**config.mk**
```make
export PLATFORM = sky130hd
export DESIGN_NAME = json_syntax_validator_core
export DESIGN_NICKNAME = d
export VERILOG_FILES = /design/src/hdl/jsv_pkg.sv /design/src/hdl/jsv_ram.sv /design/src/hdl/jsv_stack.sv /design/src/hdl/json_syntax_validator_core.sv
export SDC_FILE = /design/constraint.sdc
export NUM_CORES = 1
export LEC_CHECK = 0
export ABC_AREA = 1
export BUFFER_PORTS_ARGS = -buffer_cell sky130_fd_sc_hd__buf_2
export CORE_UTILIZATION = 25
export CTS_BUF_LIST = sky130_fd_sc_hd__clkbuf_2 sky130_fd_sc_hd__clkbuf_4 sky130_fd_sc_hd__clkbuf_8
export CTS_CLUSTER_DIAMETER = 120
export CTS_CLUSTER_SIZE = 28
export DETAILED_ROUTE_END_ITERATION = 12
export PLACE_DENSITY = 0.39
export SETUP_SLACK_MARGIN = 0.1
export SYNTH_ARGS = -nofsm -noshare
export SYNTH_HDL_FRONTEND = slang
export SYNTH_HIERARCHICAL = 1
export SYNTH_SLANG_ARGS = --single-unit
```
**constraint.sdc**
```tcl
create_clock -name clk_i -period 9.8 [get_ports clk_i]
set_input_delay 0.98 -clock clk_i [delete_from_list [all_inputs] [get_ports clk_i]]
set_output_delay 0.98 -clock clk_i [all_outputs]
set_load 0.005 [all_outputs]
```
**src/hdl/jsv_pkg.sv**
```systemverilog
package jsv_pkg;

  localparam int unsigned StackEntries = 64;
  localparam logic [5:0]  MaxDepthRst  = 6'd32;

  localparam logic [1:0] StatBusy   = 2'd0;
  localparam logic [1:0] StatAccept = 2'd1;
  localparam logic [1:0] StatReject = 2'd2;

  localparam logic [1:0] WordTrue  = 2'd0;
  localparam logic [1:0] WordFalse = 2'd1;
  localparam logic [1:0] WordNull  = 2'd2;

  localparam logic KindArr = 1'b0;
  localparam logic KindObj = 1'b1;

  localparam logic RegMaxDepth = 1'b0;

  typedef enum logic [22:0] {
    ST_TOP_VALUE   = 23'h000001,
    ST_TOP_DONE    = 23'h000002,
    ST_ARR_FIRST   = 23'h000004,
    ST_ARR_VALUE   = 23'h000008,
    ST_OBJ_FIRST   = 23'h000010,
    ST_OBJ_KEY     = 23'h000020,
    ST_OBJ_COLON   = 23'h000040,
    ST_OBJ_VALUE   = 23'h000080,
    ST_AFTER_VALUE = 23'h000100,
    ST_STR_CHAR    = 23'h000200,
    ST_STR_ESC     = 23'h000400,
    ST_STR_HEX     = 23'h000800,
    ST_STR_SUR_BS  = 23'h001000,
    ST_STR_SUR_U   = 23'h002000,
    ST_NUM_MINUS   = 23'h004000,
    ST_NUM_ZERO    = 23'h008000,
    ST_NUM_INT     = 23'h010000,
    ST_NUM_DOT     = 23'h020000,
    ST_NUM_FRAC    = 23'h040000,
    ST_NUM_EXP     = 23'h080000,
    ST_NUM_EXP_SGN = 23'h100000,
    ST_NUM_EXP_DIG = 23'h200000,
    ST_LITERAL     = 23'h400000
  } state_e;

  typedef struct packed {
    logic push;
    logic pop;
    logic clear;
    logic kind;
  } stk_ctrl_t;

  function automatic logic [7:0] lit_char(input logic [1:0] word, input logic [2:0] idx);
    logic [7:0] ch;
    ch = 8'h00;
    case (word)
      WordTrue: begin
        case (idx)
          3'd1: ch = "r";
          3'd2: ch = "u";
          3'd3: ch = "e";
          default: ch = 8'h00;
        endcase
      end
      WordFalse: begin
        case (idx)
          3'd1: ch = "a";
          3'd2: ch = "l";
          3'd3: ch = "s";
          3'd4: ch = "e";
          default: ch = 8'h00;
        endcase
      end
      WordNull: begin
        case (idx)
          3'd1: ch = "u";
          3'd2: ch = "l";
          3'd3: ch = "l";
          default: ch = 8'h00;
        endcase
      end
      default: ch = 8'h00;
    endcase
    return ch;
  endfunction

  function automatic logic [2:0] lit_len(input logic [1:0] word);
    return (word == WordFalse) ? 3'd5 : 3'd4;
  endfunction

endpackage

```
**src/hdl/jsv_ram.sv**
```systemverilog
module jsv_ram #(
  parameter int unsigned Width = 1,
  parameter int unsigned Depth = 64
) (
  input  logic                     clk_i,
  input  logic                     we_i,
  input  logic [$clog2(Depth)-1:0] waddr_i,
  input  logic [Width-1:0]         wdata_i,
  input  logic [$clog2(Depth)-1:0] raddr_i,
  output logic [Width-1:0]         rdata_o
);

  logic [Width-1:0] mem_q [Depth];

  always_ff @(posedge clk_i) begin
    if (we_i) begin
      mem_q[waddr_i] <= wdata_i;
    end
    rdata_o <= mem_q[raddr_i];
  end

endmodule

```
**src/hdl/jsv_stack.sv**
```systemverilog
// Nesting stack: top two entries in flops, the rest in a RAM. The entry under
// the second one is prefetched every cycle so a pop has it ready.
module jsv_stack #(
  parameter int unsigned StackEntries = jsv_pkg::StackEntries
) (
  input  logic                              clk_i,
  input  logic                              rst_ni,
  input  logic                              en_i,
  input  jsv_pkg::stk_ctrl_t                ctrl_i,
  output logic                              tos_o,
  output logic [$clog2(StackEntries+1)-1:0] depth_o
);

  localparam int unsigned DW = $clog2(StackEntries + 1);
  localparam int unsigned AW = $clog2(StackEntries);

  logic [DW-1:0] depth_q, depth_d;
  logic          tos_q, tos_d, nos_q, nos_d;
  logic          fwd_q, fwd_d, fwd_bit_q;
  logic          we;
  logic [AW-1:0] waddr, raddr;
  logic          ram_rd, below;

  assign we    = en_i && ctrl_i.push && !ctrl_i.clear && (depth_q >= DW'(2));
  assign waddr = AW'(depth_q - DW'(2));
  assign raddr = AW'(depth_d - DW'(3));
  assign below = fwd_q ? fwd_bit_q : ram_rd;
  assign fwd_d = we && (waddr == raddr);

  always_comb begin
    depth_d = depth_q;
    tos_d   = tos_q;
    nos_d   = nos_q;
    if (en_i) begin
      if (ctrl_i.clear) begin
        depth_d = '0;
      end else if (ctrl_i.push) begin
        depth_d = depth_q + DW'(1);
        nos_d   = tos_q;
        tos_d   = ctrl_i.kind;
      end else if (ctrl_i.pop) begin
        depth_d = depth_q - DW'(1);
        tos_d   = nos_q;
        nos_d   = below;
      end
    end
  end

  jsv_ram #(.Width(1), .Depth(StackEntries)) u_ram (
    .clk_i   (clk_i),
    .we_i    (we),
    .waddr_i (waddr),
    .wdata_i (nos_q),
    .raddr_i (raddr),
    .rdata_o (ram_rd)
  );

  always_ff @(posedge clk_i or negedge rst_ni) begin
    if (!rst_ni) begin
      depth_q <= '0;
      fwd_q   <= 1'b0;
    end else begin
      depth_q <= depth_d;
      fwd_q   <= fwd_d;
    end
  end

  always_ff @(posedge clk_i) begin
    tos_q     <= tos_d;
    nos_q     <= nos_d;
    fwd_bit_q <= nos_q;
  end

  assign tos_o   = tos_q;
  assign depth_o = depth_q;

endmodule

```
**src/hdl/json_syntax_validator_core.sv**
```systemverilog
// Strict JSON text checker, one byte per item.
// Input stream: s_axis_tdata_i carries a text byte, s_axis_tlast_i marks the
// final byte of a text. Every accepted byte yields exactly one result item on
// the master side: status (0 busy, 1 accepted, 2 rejected) and the count of
// open containers after that byte.
// The result for a byte is registered and presented in the cycle after acceptance.
// Throughput: one byte per cycle unless the receiver stalls; grammar state
// sits in flops and the nesting stack in a one-port-write / one-port-read
// RAM whose next entry is prefetched each cycle, so pops never wait.
// When the receiver stalls, the registered result holds and s_axis_tready_o
// drops until the result is taken; a result taken in the same cycle frees
// the slot for the next byte.
// Reset clears grammar state, stack depth and sets max_depth to 32; no RAM
// clearing pass is needed. After the last byte of a text the block returns
// to its reset grammar state. The user must write max_depth over the APB port
// at address 0 while the block is idle; the block does not enforce this.
module json_syntax_validator_core #(
  parameter int unsigned StackEntries = jsv_pkg::StackEntries
) (
  input  logic        clk_i,
  input  logic        rst_ni,
  input  logic        s_axis_tvalid_i,
  output logic        s_axis_tready_o,
  input  logic [7:0]  s_axis_tdata_i,   // [7:0] text_byte
  input  logic        s_axis_tlast_i,
  output logic        m_axis_tvalid_o,
  input  logic        m_axis_tready_i,
  output logic [15:0] m_axis_tdata_o,   // [1:0] status, [8:2] nesting, rest zero
  input  logic        psel,
  input  logic        penable,
  input  logic        pwrite,
  input  logic [2:0]  paddr,
  input  logic [31:0] pwdata,
  output logic [31:0] prdata,
  output logic        pready
);

  localparam int unsigned DW = $clog2(StackEntries + 1);

  jsv_pkg::state_e    state_q, state_d, eff;
  jsv_pkg::stk_ctrl_t ctrl;
  logic [5:0]    max_depth_q;
  logic          failed_q, failed_d, key_q, key_d, sur_q, sur_d;
  logic [2:0]    hex_q, hex_d, lidx_q, lidx_d;
  logic [1:0]    word_q, word_d;
  logic [15:0]   code_q, code_d, code_n;
  logic          out_valid_q;
  logic [1:0]    out_stat_q, stat;
  logic [6:0]    out_nest_q;
  logic          in_fire, tos, ok, consumed, done;
  logic [DW-1:0] depth, depth_nx;
  logic [7:0]    c;
  logic          is_ws, is_dig, hex_ok;
  logic [3:0]    hex_v;
  jsv_pkg::state_e vdone, cdone;
  // start of a value
  logic          sv_ok, sv_push, sv_kind;
  jsv_pkg::state_e sv_state;
  logic [1:0]    sv_word;

  assign pready = 1'b1;
  assign prdata = {26'd0, max_depth_q};

  always_ff @(posedge clk_i or negedge rst_ni) begin
    if (!rst_ni) begin
      max_depth_q <= jsv_pkg::MaxDepthRst;
    end else if (psel && penable && pwrite && (paddr[2] == jsv_pkg::RegMaxDepth)) begin
      max_depth_q <= pwdata[5:0];
    end
  end

  assign s_axis_tready_o = !out_valid_q || m_axis_tready_i;
  assign in_fire = s_axis_tvalid_i && s_axis_tready_o;
  assign c = s_axis_tdata_i;

  assign is_ws  = (c == 8'h20) || (c == 8'h09) || (c == 8'h0A) || (c == 8'h0D);
  assign is_dig = (c >= "0") && (c <= "9");

  always_comb begin
    hex_ok = 1'b1;
    hex_v  = 4'd0;
    if (is_dig) begin
      hex_v = 4'(c - "0");
    end else if ((c >= "a") && (c <= "f")) begin
      hex_v = 4'(c - "a" + 8'd10);
    end else if ((c >= "A") && (c <= "F")) begin
      hex_v = 4'(c - "A" + 8'd10);
    end else begin
      hex_ok = 1'b0;
    end
  end
  assign code_n = {code_q[11:0], hex_v};

  assign vdone = (depth == '0) ? jsv_pkg::ST_TOP_DONE : jsv_pkg::ST_AFTER_VALUE;
  assign cdone = (depth == DW'(1)) ? jsv_pkg::ST_TOP_DONE : jsv_pkg::ST_AFTER_VALUE;

  always_comb begin
    sv_ok    = 1'b1;
    sv_push  = 1'b0;
    sv_kind  = jsv_pkg::KindArr;
    sv_state = jsv_pkg::ST_NUM_INT;
    sv_word  = jsv_pkg::WordTrue;
    if (32'(depth) > 32'(max_depth_q)) begin
      sv_ok = 1'b0;
    end else if ((c == "{") || (c == "[")) begin
      sv_kind  = (c == "{") ? jsv_pkg::KindObj : jsv_pkg::KindArr;
      sv_state = (c == "{") ? jsv_pkg::ST_OBJ_FIRST : jsv_pkg::ST_ARR_FIRST;
      sv_push  = 1'b1;
      sv_ok    = 32'(depth) < StackEntries;
    end else if (c == "\"") begin
      sv_state = jsv_pkg::ST_STR_CHAR;
    end else if ((c == "t") || (c == "f") || (c == "n")) begin
      sv_state = jsv_pkg::ST_LITERAL;
      sv_word  = (c == "t") ? jsv_pkg::WordTrue :
                 (c == "f") ? jsv_pkg::WordFalse : jsv_pkg::WordNull;
    end else if (c == "-") begin
      sv_state = jsv_pkg::ST_NUM_MINUS;
    end else if (c == "0") begin
      sv_state = jsv_pkg::ST_NUM_ZERO;
    end else if (!is_dig) begin
      sv_ok = 1'b0;
    end
  end

  always_comb begin
    state_d  = state_q;
    eff      = state_q;
    key_d    = key_q;
    sur_d    = sur_q;
    hex_d    = hex_q;
    code_d   = code_q;
    word_d   = word_q;
    lidx_d   = lidx_q;
    ok       = 1'b1;
    consumed = 1'b0;
    ctrl     = '0;

    // number bytes; a byte that ends a number falls through to the next context
    case (state_q)
      jsv_pkg::ST_NUM_MINUS: begin
        consumed = 1'b1;
        if (c == "0") state_d = jsv_pkg::ST_NUM_ZERO;
        else if (is_dig) state_d = jsv_pkg::ST_NUM_INT;
        else ok = 1'b0;
      end
      jsv_pkg::ST_NUM_ZERO, jsv_pkg::ST_NUM_INT: begin
        consumed = 1'b1;
        if (is_dig) ok = (state_q == jsv_pkg::ST_NUM_INT);
        else if (c == ".") state_d = jsv_pkg::ST_NUM_DOT;
        else if ((c == "e") || (c == "E")) state_d = jsv_pkg::ST_NUM_EXP;
        else begin
          consumed = 1'b0;
          eff      = vdone;
        end
      end
      jsv_pkg::ST_NUM_DOT: begin
        consumed = 1'b1;
        if (is_dig) state_d = jsv_pkg::ST_NUM_FRAC;
        else ok = 1'b0;
      end
      jsv_pkg::ST_NUM_FRAC: begin
        consumed = 1'b1;
        if ((c == "e") || (c == "E")) state_d = jsv_pkg::ST_NUM_EXP;
        else if (!is_dig) begin
          consumed = 1'b0;
          eff      = vdone;
        end
      end
      jsv_pkg::ST_NUM_EXP: begin
        consumed = 1'b1;
        if ((c == "+") || (c == "-")) state_d = jsv_pkg::ST_NUM_EXP_SGN;
        else if (is_dig) state_d = jsv_pkg::ST_NUM_EXP_DIG;
        else ok = 1'b0;
      end
      jsv_pkg::ST_NUM_EXP_SGN: begin
        consumed = 1'b1;
        if (is_dig) state_d = jsv_pkg::ST_NUM_EXP_DIG;
        else ok = 1'b0;
      end
      jsv_pkg::ST_NUM_EXP_DIG: begin
        consumed = 1'b1;
        if (!is_dig) begin
          consumed = 1'b0;
          eff      = vdone;
        end
      end
      default: consumed = 1'b0;
    endcase

    if (!consumed) begin
      state_d = eff;
      case (eff)
        jsv_pkg::ST_TOP_VALUE, jsv_pkg::ST_ARR_VALUE, jsv_pkg::ST_OBJ_VALUE,
        jsv_pkg::ST_ARR_FIRST: begin
          if (is_ws) begin
            state_d = eff;
          end else if ((c == "]") && (eff == jsv_pkg::ST_ARR_FIRST)) begin
            ok       = (depth != '0) && (tos == jsv_pkg::KindArr);
            ctrl.pop = 1'b1;
            state_d  = cdone;
          end else begin
            ok        = sv_ok;
            state_d   = sv_state;
            ctrl.push = sv_push;
            ctrl.kind = sv_kind;
            key_d     = 1'b0;
            word_d    = sv_word;
            lidx_d    = 3'd1;
          end
        end
        jsv_pkg::ST_TOP_DONE: ok = is_ws;
        jsv_pkg::ST_OBJ_FIRST, jsv_pkg::ST_OBJ_KEY: begin
          if (is_ws) begin
            state_d = eff;
          end else if ((c == "}") && (eff == jsv_pkg::ST_OBJ_FIRST)) begin
            ok       = (depth != '0) && (tos == jsv_pkg::KindObj);
            ctrl.pop = 1'b1;
            state_d  = cdone;
          end else if (c == "\"") begin
            state_d = jsv_pkg::ST_STR_CHAR;
            key_d   = 1'b1;
          end else begin
            ok = 1'b0;
          end
        end
        jsv_pkg::ST_OBJ_COLON: begin
          if (c == ":") state_d = jsv_pkg::ST_OBJ_VALUE;
          else ok = is_ws;
        end
        jsv_pkg::ST_AFTER_VALUE: begin
          if (is_ws) begin
            state_d = eff;
          end else if (c == ",") begin
            ok      = (depth != '0);
            state_d = (tos == jsv_pkg::KindObj) ? jsv_pkg::ST_OBJ_KEY : jsv_pkg::ST_ARR_VALUE;
          end else if ((c == "]") || (c == "}")) begin
            ok       = (depth != '0) &&
                       (tos == ((c == "}") ? jsv_pkg::KindObj : jsv_pkg::KindArr));
            ctrl.pop = 1'b1;
            state_d  = cdone;
          end else begin
            ok = 1'b0;
          end
        end
        jsv_pkg::ST_STR_CHAR: begin
          if (c == "\"") state_d = key_q ? jsv_pkg::ST_OBJ_COLON : vdone;
          else if (c < 8'h20) ok = 1'b0;
          else if (c == "\\") state_d = jsv_pkg::ST_STR_ESC;
        end
        jsv_pkg::ST_STR_ESC: begin
          if (c == "u") begin
            hex_d   = 3'd0;
            code_d  = 16'd0;
            state_d = jsv_pkg::ST_STR_HEX;
          end else if ((c == "\"") || (c == "\\") || (c == "/") || (c == "b") ||
                       (c == "f") || (c == "n") || (c == "r") || (c == "t")) begin
            state_d = jsv_pkg::ST_STR_CHAR;
          end else begin
            ok = 1'b0;
          end
        end
        jsv_pkg::ST_STR_HEX: begin
          code_d = code_n;
          if (!hex_ok) begin
            ok = 1'b0;
          end else if (hex_q < 3'd3) begin
            hex_d = hex_q + 3'd1;
          end else begin
            hex_d = 3'd0;
            if (sur_q) begin
              // low half of a surrogate pair must follow
              sur_d   = 1'b0;
              ok      = (code_n >= 16'hDC00) && (code_n <= 16'hDFFF);
              state_d = jsv_pkg::ST_STR_CHAR;
            end else if ((code_n >= 16'hD800) && (code_n <= 16'hDBFF)) begin
              sur_d   = 1'b1;
              state_d = jsv_pkg::ST_STR_SUR_BS;
            end else begin
              ok      = !((code_n >= 16'hDC00) && (code_n <= 16'hDFFF));
              state_d = jsv_pkg::ST_STR_CHAR;
            end
          end
        end
        jsv_pkg::ST_STR_SUR_BS: begin
          ok      = (c == "\\");
          state_d = jsv_pkg::ST_STR_SUR_U;
        end
        jsv_pkg::ST_STR_SUR_U: begin
          ok      = (c == "u");
          code_d  = 16'd0;
          state_d = jsv_pkg::ST_STR_HEX;
        end
        jsv_pkg::ST_LITERAL: begin
          ok = (lidx_q < jsv_pkg::lit_len(word_q)) && (c == jsv_pkg::lit_char(word_q, lidx_q));
          lidx_d = lidx_q + 3'd1;
          if (lidx_d == jsv_pkg::lit_len(word_q)) state_d = vdone;
        end
        default: ok = 1'b0;
      endcase
    end

    if (failed_q || !ok) begin
      ctrl.push = 1'b0;
      ctrl.pop  = 1'b0;
    end
    ctrl.clear = s_axis_tlast_i;
  end

  assign failed_d = failed_q || !ok;
  assign depth_nx = ctrl.push ? depth + DW'(1) : ctrl.pop ? depth - DW'(1) : depth;
  assign done = (state_d == jsv_pkg::ST_TOP_DONE) ||
                ((depth_nx == '0) &&
                 ((state_d == jsv_pkg::ST_NUM_ZERO) || (state_d == jsv_pkg::ST_NUM_INT) ||
                  (state_d == jsv_pkg::ST_NUM_FRAC) || (state_d == jsv_pkg::ST_NUM_EXP_DIG)));
  assign stat = failed_d ? jsv_pkg::StatReject :
                !s_axis_tlast_i ? jsv_pkg::StatBusy :
                done ? jsv_pkg::StatAccept : jsv_pkg::StatReject;

  jsv_stack #(.StackEntries(StackEntries)) u_stack (
    .clk_i   (clk_i),
    .rst_ni  (rst_ni),
    .en_i    (in_fire),
    .ctrl_i  (ctrl),
    .tos_o   (tos),
    .depth_o (depth)
  );

  always_ff @(posedge clk_i or negedge rst_ni) begin
    if (!rst_ni) begin
      state_q     <= jsv_pkg::ST_TOP_VALUE;
      failed_q    <= 1'b0;
      key_q       <= 1'b0;
      sur_q       <= 1'b0;
      hex_q       <= 3'd0;
      code_q      <= 16'd0;
      word_q      <= jsv_pkg::WordTrue;
      lidx_q      <= 3'd0;
      out_valid_q <= 1'b0;
    end else begin
      if (in_fire) begin
        if (s_axis_tlast_i) begin
          state_q  <= jsv_pkg::ST_TOP_VALUE;
          failed_q <= 1'b0;
          key_q    <= 1'b0;
          sur_q    <= 1'b0;
          hex_q    <= 3'd0;
          code_q   <= 16'd0;
          word_q   <= jsv_pkg::WordTrue;
          lidx_q   <= 3'd0;
        end else if (!failed_q) begin
          state_q  <= state_d;
          failed_q <= failed_d;
          key_q    <= key_d;
          sur_q    <= sur_d;
          hex_q    <= hex_d;
          code_q   <= code_d;
          word_q   <= word_d;
          lidx_q   <= lidx_d;
        end
      end
      if (in_fire) out_valid_q <= 1'b1;
      else if (m_axis_tready_i) out_valid_q <= 1'b0;
    end
  end

  always_ff @(posedge clk_i) begin
    if (in_fire) begin
      out_stat_q <= stat;
      out_nest_q <= 7'(depth_nx);
    end
  end

  assign m_axis_tvalid_o = out_valid_q;
  assign m_axis_tdata_o  = {7'd0, out_nest_q, out_stat_q};

endmodule

```
==> results.txt, run 1 <==
status - finished clean
Netlist cell types - 57
layout cells sized above 1 - 0.101
initial antenna violation count - 0
period utilization - 0.711
P per Cell Area - 186 mW/mm^2
cts hold-fix bufs - 0
Post-synth ARST share - 0.442
PostCTS Resize Cnt - 0
CP Launch Type - input pin
R2R Setup Slk - 3050 ps
Setup WS pre-CTS - 2260 ps
Max Cap Violations - 0
Synth Area in Simple Gates - 0.390
Die Y-Extent - 213 um
mux contribution to synthesized area - 0.00101
commonest non-fill, non-tap cell in the layout - nand2_1
M3 GR Usage - 0.0259
CTS Buffer Depth - 2
Setup crit start - s_axis_tdata_i[0]
Fin Clk Skew - 24.2 ps
WP data arrival - 7390 ps
Clk pwr share - 0.222
routing usage on met2 - 0.271
crit path to - u_stack/fwd_q
Num Clock Sinks - 138
worst-case reg-to-reg path depth - 37
Synth Area in XOR/XNOR - 0.00709
GR Util met1 - 0.249
internal power - 1.18 mW
die area - 0.0453 mm^2
Critical Path Sink Type - register
most frequent cells in the layout - nand2_1 (397), nor2_1 (227), inv_1 (198)
Lkg Pwr - 5.54 nW
worst min-delay path class - reg -> reg
Critical Path Slowest Stage Cell - inv_1
Initial Util - 0.256
Mapped Area - 0.0111 mm^2
Sw Pwr - 1.08 mW
total gr overflow - 0
reg2reg end - u_stack/fwd_q
RSZ-0062 raised after global routing - false
# IOs - 102
first-pass GRT wire length - 60.4 mm
DRT iter0 DRCs - 844
grt peak-use layer - met2
Slowest Stage Delay on Critical Path - 640 ps
antenna viol nets, final - 0
number of buffers created by CTS - 17
syn avg cell area - 6.81 um^2
most used flip-flop cell after synthesis - edfxtp_1
Flop pwr share - 0.309
post-DR wirelength/cell - 17.3 um
final hold violation count - 0
r2r startpoint - u_stack/depth_o[0]
Seq/Total Area, Yosys - 0.344
All-Layer GR Usage - 0.177
vias per cell - 4.81
Clock Tree Root - clkbuf_8
Worst-path clk slew - 90 ps
Slew @ Worst Pin - 936 ps
Comb power frac - 0.469
Routability Congestion - 0.962
Max IR drop VDD - 0.113 mV
setup TNS - 0 ps
final wirelength - 39.1 mm
placed cell areas - 0.0117 mm^2
Ys Warns - 6
Final Instance Area - 0.0121 mm^2
Layout Nets - 1,742
most used cell along the critical path - nand2_1
DRC - 0
Core Rows - 76
Post-synth EDFFs - 75
synth-to-layout area growth - 9.31%
antenna cells - 0
Post-Synthesis Cells - 1,633
max-slew violation count - 0
CP Max Fanout - 36
post-synthesis adder-cell area fraction - 0.0315
first-pass iteration count of the detailed router - 5
HPWL Detailed - 29.5 mm
IO Port Bufs - 39
die width - 213 um
post-synthesis compound-gate area fraction - 0.106
slack of the critical path - 2830 ps
postcts setup bufs - 0
final setup violation count - 0
final std cells w/o fill - 2,261
critical path class - in -> reg
CTS HTree Levels - 4
Cells after DPL - 2,229
Worst Path Required - 10,220 ps
vias in the first global route - 10,100
core area - 0.0435 mm^2
Max-Slew Margin vs Limit - 0.374
CTS tree - yes
#FFs+latches synth - 138
via count - 10,900
worst skew pair latency - 500 ps
main combinational cell family by area after synthesis - simple AND/OR/NAND/NOR gates
minimum clock period - 6970 ps
largest net degree at the start of global routing - 65
f_max - 0.144 GHz
Net Sw Frac - 0.476
-- layer usage --
| metal | wire (um) | share of wire |
|---|---|---|
| met5 | 0 | 0 |
| met4 | 1140 | 0.029 |
| met3 | 1700 | 0.044 |
| met2 | 17500 | 0.45 |
| met1 | 18700 | 0.48 |
-- cell families after synthesis --
kind of cell,Yosys count
AOI/OAI and AO/OA,197
xor gates and xnor gates,9
adders and majority gates,28
buffers and inverters,294
DFF,138
muxes,1
other,2
and+or+nand+nor,964
-- worst max-delay path, delay by kind of cell --
kind                     cells  cell delay, ps
AND/OR/NAND/NOR             23            3070
buffers and inverters        9            2110
adder cells (fa/ha/maj)      2             790
AO/OA/AOI/OAI                2             260
XOR/XNOR                     1             150
-- cell type report --
type	instances	area [um^2]
timing repair buffer	47	255
multi-input combinational	1233	6080
inverter	226	853
clock inverter	14	161
sequential	138	3820
fill	4909	31300
tap	585	732
clock buffer	18	241
-- power by group through the flow --
stage               registers, mW  clock network [mW]  logic (mW)
global placement            0.709                   0        1.06
detailed placement          0.709                   0        1.05
floorplan                   0.692                   0       0.793
finish                      0.698               0.502        1.06
global route                0.704               0.546        1.19
CTS                         0.697               0.523        1.06
-- stage by stage --
stage	util	total power, mW	hold slack [ps]
floorplan	-	1.49	452
global route	0.280	2.44	444
detailed placement	0.270	1.76	401
finish	0.280	2.26	432
CTS	0.280	2.28	425
global placement	0.270	1.77	407
-- worst min path at each step --
stage,from,to,slack (ps),cells past startpoint
floorplan,code_q[0],code_q[0],450,2
global placement,u_stack/nos_q,u_stack/fwd_bit_q,410,0
detailed placement,u_stack/nos_q,u_stack/fwd_bit_q,400,0
CTS,u_stack/nos_q,u_stack/fwd_bit_q,420,0
global route,u_stack/nos_q,u_stack/fwd_bit_q,440,0
finish,u_stack/nos_q,u_stack/fwd_bit_q,430,0
-- registers in the layout, summed over array words and instances (netlist names), 2 cells and up --
signal,cells
code_q,12
state_q,23
lidx_q,3
u_stack/depth_o,7
out_nest_q,7
out_stat_q,2
u_stack/u_ram/mem_q,64
word_q,2
max_depth_q,6
hex_q,3
-- Yosys cell counts, types with 6 or more instances --
| master | count | area (um^2) |
|---|---|---|
| buf_4 | 42 | 315 |
| xor2_1 | 8 | 70.1 |
| a21oi_1 | 37 | 185 |
| clkbuf_1 | 13 | 48.8 |
| nand2_2 | 12 | 75.1 |
| nand3_2 | 17 | 170 |
| buf_6 | 8 | 90.1 |
| o211ai_1 | 10 | 75.1 |
| inv_1 | 198 | 743 |
| ha_1 | 28 | 350 |
| edfxtp_1 | 75 | 2250 |
| nand3_1 | 196 | 981 |
| o21ai_0 | 75 | 375 |
| nor4_1 | 6 | 37.5 |
| nor2_1 | 227 | 852 |
| inv_2 | 23 | 86.3 |
| nor3_1 | 42 | 210 |
| o31ai_1 | 8 | 60.1 |
| o22ai_1 | 22 | 138 |
| nand2_1 | 397 | 1490 |
| o21ai_1 | 10 | 50.1 |
| dfrtp_1 | 59 | 1480 |
| nand4_1 | 32 | 200 |
| nor2_2 | 11 | 68.8 |
Power figures use the tool's default switching activity.
==> run 2: changes to the inputs <==
Settings changed: PLACE_DENSITY 0.39 to 0.41.
Clock period 9.8 ns to 6.1 ns, I/O delays scaled along.
==> run 2 against run 1 <==
Largest cell class unchanged. Critical endpoint is now u_stack/u_ram/rdata_o. Worst hold slack got worse by 130 ps. Setup slack got worse by 2200 ps. Wire length fell by 0.73%. Critical path type is now reg -> reg. Clock skew fell by 5.9 ps. Combinational power rose by 69%. Flip-flop and latch count did not move. Die area did not move.
==> results.txt, run 2 (synthesis gave the netlist of run 1 again) <==
worst skew pair latency - 490 ps
layout cells sized above 1 - 0.114
Critical Path Sink Type - register
total gr overflow - 0
vias per cell - 4.79
IO Port Bufs - 39
critical path class - reg -> reg
slack of the critical path - 633 ps
final setup violation count - 0
via count - 10,900
first-pass GRT wire length - 60.8 mm
Critical Path Slowest Stage Cell - dfrtp_1
commonest non-fill, non-tap cell in the layout - nand2_1
Clock Tree Root - clkbuf_8
period utilization - 0.896
Layout Nets - 1,766
synth-to-layout area growth - 10.8%
crit path to - u_stack/u_ram/rdata_o
fill cell count - 4,928
CTS HTree Levels - 4
registers with the most flip-flops - u_stack/u_ram/mem_q: 64 flops, state_q: 23 flops, code_q: 12 flops
CP Max Fanout - 16
DRC - 0
R2R Setup Slk - 630 ps
Max Cap Violations - 0
# IOs - 102
f_max - 0.183 GHz
worst-case reg-to-reg path depth - 30
max-slew violation count - 0
Slowest Stage Delay on Critical Path - 460 ps
vias in the first global route - 10,500
Routability Congestion - 0.898
Core Rows - 76
Final Core Density - 0.283
die area - 0.0453 mm^2
RSZ-0062 raised after global routing - false
Lkg Pwr - 5.66 nW
final hold violation count - 0
Fin Clk Skew - 18.3 ps
Setup crit start - state_q[12]
Setup WS pre-CTS - 92.8 ps
setup TNS - 0 ps
WP data arrival - 5850 ps
DRT iter0 DRCs - 740
first-pass iteration count of the detailed router - 5
Num Clock Sinks - 138
total power - 3.67 mW
Die Y-Extent - 213 um
largest net degree at the start of global routing - 65
Initial Util - 0.256
status - finished clean
core area - 0.0435 mm^2
All-Layer GR Usage - 0.176
worst min-delay path class - in -> async
Max-Slew Margin vs Limit - 0.373
Slew @ Worst Pin - 932 ps
P per Cell Area - 299 mW/mm^2
max reg flops - 64
die width - 213 um
CP Launch Type - register
number of buffers created by CTS - 17
reg2reg end - u_stack/u_ram/rdata_o
CTS Buffer Depth - 2
final wirelength - 38.8 mm
Worst Path Required - 6480 ps
r2r startpoint - state_q[12]
Worst-path clk slew - 90 ps
HPWL Detailed - 29.6 mm
minimum clock period - 5470 ps
antenna cells - 0
post-DR wirelength/cell - 17.0 um
Reg with most FFs - u_stack/u_ram/mem_q
CTS tree - yes
most frequent cells in the layout - nand2_1 (397), nor2_1 (227), inv_1 (198)
initial antenna violation count - 0
Max IR drop VDD - 0.200 mV
antenna viol nets, final - 0
most used cell along the critical path - nand3_1
[run 2: final cells by class]
type / instances / area (um^2) / area share
clock inverters: 15 / 139 / 0.0113
multi-input cells: 1233 / 6090 / 0.495
clock buffers: 17 / 234 / 0.0190
flip-flops and latches: 138 / 3820 / 0.310
repair buffers: 71 / 435 / 0.0354
well taps: 585 / 732 / 0.0595
inverters: 226 / 853 / 0.0693
[run 2: metrics by stage]
stage	hold slack [ps]	std cells	cell area [um^2]
global placement	403	2253	11900
finish	305	2285	12300
floorplan	314	1665	11200
detailed placement	402	2253	11900
CTS	306	2285	12300
global route	316	2285	12300
[run 2: repair_timing]
action	4_1_cts	5_1_grt
buffers inserted	0	0
endpoints found under the hold margin	0	0
resized for setup	0	2
hold buffers	0	0
endpoints found under the setup margin	0	2
[run 2: layer usage]
metal / up-vias / track usage / wire [um]
met3: 63 / 0.0252 / 1540
met4: 0 / 0.0714 / 1300
met5: - / 0 / 0
met2: 271 / 0.278 / 17400
met1: 5152 / 0.242 / 18500
li1: 5449 / - / -
[run 2: report_power, final]
| group | internal, mW | switching [mW] |
|---|---|---|
| combinational | 0.518 | 1.28 |
| sequential | 1.04 | 0.0783 |
| clock | 0.329 | 0.433 |
[run 2: worst min-delay path by stage]
stage                        end  depth (start not counted)
2_1_floorplan          code_q[0]                          0
3_3_place_gp   u_stack/fwd_bit_q                          0
3_5_place_dp   u_stack/fwd_bit_q                          0
4_1_cts           max_depth_q[5]                          3
5_1_grt           max_depth_q[5]                          3
6_report          max_depth_q[0]                          2
[run 2: worst max-delay path, delay by kind of cell, from the launching register on]
family | cells | cell delay (ps)
flops | 1 | 460
fa+ha+maj | 1 | 340
simple gates | 24 | 3670
buf+inv | 4 | 640
compound gates | 1 | 270
